**src/design/qpe_pkg.sv**
```systemverilog
// types, character constants and the per-byte encoding function of the quoted-printable encoder
package qpe_pkg;

    localparam logic [7:0] CHAR_TAB = 8'h09;
    localparam logic [7:0] CHAR_LF  = 8'h0A;
    localparam logic [7:0] CHAR_CR  = 8'h0D;
    localparam logic [7:0] CHAR_SP  = 8'h20;
    localparam logic [7:0] CHAR_DOT = 8'h2E;
    localparam logic [7:0] CHAR_EQ  = 8'h3D;
    localparam logic [7:0] CHAR_QM  = 8'h3F;
    localparam logic [7:0] PRINT_LO = 8'd33;
    localparam logic [7:0] PRINT_HI = 8'd126;

    localparam int          COL_W         = 10;
    localparam logic [9:0]  LINE_LEN_RST  = 10'd76;
    localparam int          SEG_CHARS     = 6;
    localparam int          ITEM_CHARS    = 12;
    localparam logic [10:0] ROOM_LITERAL  = 11'd2;
    localparam logic [10:0] ROOM_HEX      = 11'd4;

    typedef struct packed {
        logic [7:0] in_byte;
        logic       in_last;
    } msg_item_t;

    typedef struct packed {
        logic [7:0] out_char;
        logic       out_last;
    } qp_item_t;

    typedef struct packed {
        logic [SEG_CHARS-1:0][7:0] chars;
        logic [2:0]                cnt;
        logic [COL_W-1:0]          col;
    } enc_seg_t;

    function automatic logic [7:0] hex_digit(input logic [3:0] nib);
        logic [7:0] d;
        if (nib < 4'd10)
        begin
            d = 8'h30 + {4'd0, nib};
        end
        else
        begin
            d = 8'h37 + {4'd0, nib};
        end
        return d;
    endfunction

    function automatic enc_seg_t qpe_encode(
        input logic [7:0]       c,
        input logic             at_end,
        input logic [7:0]       nxt,
        input logic [COL_W-1:0] col,
        input logic [COL_W-1:0] line_len
    );
        enc_seg_t         s;
        logic             is_hex;
        logic             brk;
        logic [COL_W-1:0] base;
        logic [7:0]       c0;
        logic [7:0]       c1;
        logic [7:0]       c2;
        s.chars = '0;
        s.cnt   = 3'd0;
        s.col   = col;
        is_hex  = 1'b0;
        case (c)
            CHAR_DOT: is_hex = (col == '0);
            CHAR_SP:  is_hex = at_end || (nxt == CHAR_LF) || (nxt == CHAR_CR);
            CHAR_TAB, CHAR_EQ, CHAR_QM: is_hex = 1'b1;
            default:  is_hex = !(c inside {[PRINT_LO:PRINT_HI]});
        endcase
        brk  = ({1'b0, col} + (is_hex ? ROOM_HEX : ROOM_LITERAL)) > {1'b0, line_len};
        base = brk ? '0 : col;
        if (is_hex)
        begin
            c0 = CHAR_EQ;
            c1 = hex_digit(c[7:4]);
            c2 = hex_digit(c[3:0]);
        end
        else
        begin
            c0 = c;
            c1 = 8'h00;
            c2 = 8'h00;
        end
        if (c == CHAR_CR)
        begin
            s.cnt = 3'd0;
        end
        else if (c == CHAR_LF)
        begin
            s.chars[0] = CHAR_CR;
            s.chars[1] = CHAR_LF;
            s.cnt      = 3'd2;
            s.col      = '0;
        end
        else if (brk)
        begin
            s.chars[0] = CHAR_EQ;
            s.chars[1] = CHAR_CR;
            s.chars[2] = CHAR_LF;
            s.chars[3] = c0;
            s.chars[4] = c1;
            s.chars[5] = c2;
            s.cnt      = is_hex ? 3'd6 : 3'd4;
            s.col      = base + (is_hex ? 10'd3 : 10'd1);
        end
        else
        begin
            s.chars[0] = c0;
            s.chars[1] = c1;
            s.chars[2] = c2;
            s.cnt      = is_hex ? 3'd3 : 3'd1;
            s.col      = base + (is_hex ? 10'd3 : 10'd1);
        end
        return s;
    endfunction

endpackage

```
**src/design/quoted_printable_encoder_top.sv**
```systemverilog
// quoted-printable encoder: input register, encode logic and output character shift buffer
//
// channel  | handshake           | payload
// ---------+---------------------+---------------------------
// msg      | msg_valid/msg_stall | msg_item  (in_byte, in_last)
// qp       | qp_valid/qp_stall   | qp_item   (out_char, out_last)
// cfg      | cfg_wr_en           | cfg_wr_data (line_length)
//
// one output character per cycle while qp_stall is low; an item causes 0 to 12 characters
// (literal 1, hex 3, soft break 3 more, lf 2) and passes through the input register
// the next item is encoded as the last character of the current one leaves the output buffer, or while it is empty
// reset clears the lookahead byte, the column and the valid flags of both buffers; line_length returns to 76
// a stall on qp holds the buffer; msg stalls only while the input register waits for it
module quoted_printable_encoder_top
    import qpe_pkg::*;
(
    input  logic             clk,
    input  logic             rst_n,
    input  logic             msg_valid,
    output logic             msg_stall,
    input  msg_item_t        msg_item,
    output logic             qp_valid,
    input  logic             qp_stall,
    output qp_item_t         qp_item,
    input  logic             cfg_wr_en,
    input  logic [COL_W-1:0] cfg_wr_data
);

    logic [COL_W-1:0]               line_len_reg, line_len_next;
    logic                           in_valid_reg, in_valid_next;
    msg_item_t                      in_reg, in_next;
    logic [7:0]                     held_byte_reg, held_byte_next;
    logic                           held_valid_reg, held_valid_next;
    logic [COL_W-1:0]               column_reg, column_next;
    logic [ITEM_CHARS-1:0][7:0]     buf_reg, buf_next;
    logic [3:0]                     cnt_reg, cnt_next;

    enc_seg_t                       seg_a;
    enc_seg_t                       seg_b;
    logic [2:0]                     n_a;
    logic [2:0]                     n_b;
    logic [COL_W-1:0]               col_a;
    logic [ITEM_CHARS*8-1:0]        merged;
    logic                           emit;
    logic                           move;

    assign seg_a = qpe_encode(held_byte_reg, 1'b0, in_reg.in_byte, column_reg, line_len_reg);
    assign n_a   = held_valid_reg ? seg_a.cnt : 3'd0;
    assign col_a = held_valid_reg ? seg_a.col : column_reg;
    assign seg_b = qpe_encode(in_reg.in_byte, 1'b1, 8'h00, col_a, line_len_reg);
    assign n_b   = in_reg.in_last ? seg_b.cnt : 3'd0;

    always_comb
    begin
        logic [ITEM_CHARS*8-1:0] part_a;
        logic [ITEM_CHARS*8-1:0] part_b;
        part_a = held_valid_reg ? {48'd0, seg_a.chars} : '0;
        part_b = in_reg.in_last ? {48'd0, seg_b.chars} : '0;
        merged = part_a | (part_b << {n_a, 3'b000});
    end

    assign qp_valid         = (cnt_reg != 4'd0);
    assign qp_item.out_char = buf_reg[0];
    assign qp_item.out_last = (cnt_reg == 4'd1);
    assign emit             = qp_valid && !qp_stall;
    assign move             = in_valid_reg && (!qp_valid || (emit && qp_item.out_last));
    assign msg_stall        = in_valid_reg && !move;

    always_comb
    begin
        line_len_next   = cfg_wr_en ? cfg_wr_data : line_len_reg;
        in_valid_next   = in_valid_reg;
        in_next         = in_reg;
        held_byte_next  = held_byte_reg;
        held_valid_next = held_valid_reg;
        column_next     = column_reg;
        buf_next        = buf_reg;
        cnt_next        = cnt_reg;
        if (emit)
        begin
            buf_next = {8'h00, buf_reg[ITEM_CHARS-1:1]};
            cnt_next = cnt_reg - 4'd1;
        end
        if (move)
        begin
            buf_next      = merged;
            cnt_next      = {1'b0, n_a} + {1'b0, n_b};
            in_valid_next = 1'b0;
            if (in_reg.in_last)
            begin
                held_byte_next  = 8'h00;
                held_valid_next = 1'b0;
                column_next     = '0;
            end
            else
            begin
                held_byte_next  = in_reg.in_byte;
                held_valid_next = 1'b1;
                column_next     = col_a;
            end
        end
        if (msg_valid && !msg_stall)
        begin
            in_valid_next = 1'b1;
            in_next       = msg_item;
        end
    end

    always_ff @(posedge clk or negedge rst_n)
    begin
        if (!rst_n)
        begin
            line_len_reg   <= LINE_LEN_RST;
            in_valid_reg   <= 1'b0;
            held_byte_reg  <= 8'h00;
            held_valid_reg <= 1'b0;
            column_reg     <= '0;
            cnt_reg        <= 4'd0;
        end
        else
        begin
            line_len_reg   <= line_len_next;
            in_valid_reg   <= in_valid_next;
            held_byte_reg  <= held_byte_next;
            held_valid_reg <= held_valid_next;
            column_reg     <= column_next;
            cnt_reg        <= cnt_next;
        end
    end

    always_ff @(posedge clk)
    begin
        in_reg  <= in_next;
        buf_reg <= buf_next;
    end

endmodule
```
**config.mk**
```make
export PLATFORM = sky130hd
export DESIGN_NAME = quoted_printable_encoder_top
export DESIGN_NICKNAME = d
export VERILOG_FILES = /design/src/design/qpe_pkg.sv /design/src/design/quoted_printable_encoder_top.sv
export SDC_FILE = /design/constraint.sdc
export NUM_CORES = 1
export LEC_CHECK = 0
export CORE_ASPECT_RATIO = 0.8
export CORE_MARGIN = 1
export CORE_UTILIZATION = 55
export DETAILED_ROUTE_END_ITERATION = 8
export DONT_BUFFER_PORTS = 1
export GPL_ROUTABILITY_DRIVEN = 1
export PLACE_DENSITY = 0.72
export SYNTH_ARGS = -nofsm -noshare
export SYNTH_HDL_FRONTEND = slang
export SYNTH_SLANG_ARGS = --single-unit
```
**constraint.sdc**
```tcl
create_clock -name clk -period 16 [get_ports clk]
set_clock_uncertainty 0.05 [all_clocks]
set_input_delay 0.8 -clock clk [delete_from_list [all_inputs] [get_ports clk]]
set_output_delay 0.8 -clock clk [all_outputs]
set_load 0.02 [all_outputs]
```
==> impl_metrics.json <==
{
  "status": "complete, no violations",
  "coreArea_um2": 17400,
  "cts_made_buffers": 17,
  "cts.sinks": 138,
  "die_x_um": 151,
  "antenna_left": 0,
  "vdd_drop_max_uv": 145,
  "powerDensity_nw_per_um2": 217,
  "final_max_slew_viol_count": 0,
  "io_pins": 35,
  "finalSetupViolCount": 0,
  "drt_iter0_drc": 1792,
  "synth-seq-cells": 138,
  "cp-end-kind": "flip-flop",
  "cts_buffer_depth": 2,
  "final_cells": 1284,
  "yosysWarnings": 0,
  "critPathArrivalTime_ps": 12750,
  "rows": 43,
  "wl_um": 33500,
  "grt_pass1_vias": 8286,
  "first_pass_iters": 8,
  "nets": 1122,
  "n_antenna_cell": 0,
  "timing.final.ws_setup_ps": 3450,
  "seq_area_frac_synth_pct": 40.5,
  "postPlaceCellArea_um2": 9800,
  "hold_viol": 0,
  "crit_fanout": 49,
  "clkLatencyLatePin_ps": 450,
  "ctsHoldBuffers": 1,
  "slowest_delay_ps": 850,
  "grt_pass1_wl_um": 50400,
  "largest_reg_flops": 87,
  "die_y_um": 122,
  "cp-start-kind": "flip-flop",
  "relSlewSlack_pct": 28.4,
  "required_ps": 16200,
  "fin_crit_ps": 12550,
  "yosys.cell_types.count": 90,
  "fin_crit_sh_pct": 78.4,
  "antenna_found_initial": 0,
  "cts-root-buf": "clkbuf_16",
  "syn_nets": 1178,
  "area_growth_pct": 6.22,
  "pre_cts_ws_ps": 3850,
  "grt-ovfl-total": 0,
  "dp_hpwl_um": 23400,
  "post_cts_buffers": 0,
  "post_drt_wl_per_cell_um": 26.1,
  "vias": 9136,
  "dieArea_um2": 18400,
  "fmax_ghz": 0.0797,
  "worstHoldPathType": "in -> async",
  "avgSynthCellArea_um2": 8.91,
  "tns_ps": 0,
  "final_area_um2": 10400,
  "htree_levels": 4,
  "grt_max_degree": 68,
  "crit_family": "compound AO/OA/AOI/OAI gates",
  "grt_usage_pct": 37.6,
  "ys_dominant_reg_cell": "edfxtp_1",
  "cts_resized": 0,
  "cap_viol_max_count": 0,
  "synth_area_um2": 9820,
  "crit_type": "reg -> reg",
  "path_buf_inv": 4,
  "cp_common_cell": "ha_1",
  "rsz0062_at_grt": "no",
  "drive_above_1_share_pct": 7.74,
  "vias_per_cell": 7.12,
  "port_buffers": 0,
  "crit_slowest_cell": "a41o_1",
  "fin_util_pct": 60.0,
  "synth_edf_count": 104,
  "dp_cells": 1251,
  "async_flop_share_pct": 24.6,
  "synth_cells": 1102,
  "start_util_pct": 56.5,
  "worstMarginPinSlew_ps": 1070,
  "drc": 0,
  "gp_congestion": 1.09,
  "holdWs_ps": 123,
  "total_power_mw": 2.26,
  "clk_pin_slew_worst_paths_ps": 70,
  "cts_tree": "done",
  "power.leakage_nw": 3.86
}
per-layer routing:
metal,up-vias,global-route usage [%],part of all wire [%]
li1,3988,-,-
met3,106,14.6,16
met4,2,11.6,3.0
met1,4314,57.4,43
met2,726,47.6,38
met5,-,0,0.072
worst reg2reg max path, delay by kind of cell, from the launching register on:
kind	cells	cell delay [ps]
compound gates	13	4000
fa+ha+maj	7	2480
simple gates	14	3760
buf+inv	4	1340
xor+xnor	2	220
flops	1	470
layout by cell type (no fill, tap or decap), drive strengths merged, types with 6 or more instances in the layout:
cell    count
a21o        8
dfrtp      31
a221oi      6
a21boi      6
xor2        6
o22ai      16
nand2     153
nand3b      6
nand3      35
o32ai      12
a32oi       7
buf        15
o31ai      20
edfxtp    104
a22o        8
o21ai      91
nor2       89
a22oi       9
nor3       36
nor2b       7
nor4       10
clkbuf     17
inv        43
and2       22
a31oi      18
or3         8
o21a       10
a211oi     23
a21oi      66
xnor2      21
ha         48
nand4      15
Yosys cell counts (21+ instances only):
| cell | n | area [um2] |
|---|---|---|
| nand2_1 | 150 | 563 |
| dfrtp_1 | 31 | 776 |
| edfxtp_1 | 104 | 3120 |
| o21ai_0 | 79 | 395 |
| nor2_1 | 88 | 330 |
| a21oi_1 | 64 | 320 |
| and2_1 | 22 | 138 |
| a211oi_1 | 22 | 165 |
| nor3_1 | 35 | 175 |
| nand3_1 | 33 | 165 |
| xnor2_1 | 21 | 184 |
| ha_1 | 48 | 601 |
| clkbuf_1 | 62 | 233 |
| inv_1 | 35 | 131 |
worst paths after layout:
kind / from / to / slack (ps) / cells past startpoint
setup / recovery: held_byte_reg[1]$_DFFE_PN0P_ / buf_reg[67]$_DFFE_PP_ / 3450 / 40
hold / removal: rst_n / line_len_reg[9]$_DFFE_PN0P_ / 120 / 1
setup reg to reg: held_byte_reg[1]$_DFFE_PN0P_ / buf_reg[67]$_DFFE_PP_ / 3450 / 40
hold reg to reg: buf_reg[31]$_DFFE_PP_ / buf_reg[23]$_DFFE_PP_ / 470 / 1
max in group asynchronous: rst_n / cnt_reg[1]$_DFFE_PN0P_ / 15580 / 1
min in group clk: cfg_wr_en / line_len_reg[6]$_DFFE_PN1P_ / 380 / 1
kinds of logic (layout without fill, tap and decap cells):
family	Yosys count	after routing	share of synthesized area, %
fa+ha+maj	52	52	6.93
buf+inv	128	85	5.89
flops	138	138	40.5
mux	5	5	0.535
simple gates	403	403	19.5
other cells	1	1	0.0382
xor+xnor	27	27	2.41
compound gates	348	348	24.2
final cells by class:
cell class / count / area, um2
repair buffers: 15 / 125
flip-flops and latches: 138 / 3980
well taps: 225 / 282
clock buffers: 17 / 425
fillers: 1505 / 6950
multi-input cells: 836 / 5290
clock inverters: 15 / 189
inverters: 38 / 143
power breakdown:
| part | total, mW | switching, mW | internal [mW] |
|---|---|---|---|
| logic | 1.10 | 0.780 | 0.323 |
| clock network | 0.422 | 0.174 | 0.248 |
| registers | 0.738 | 0.114 | 0.624 |
Power figures use the tool's default switching activity.
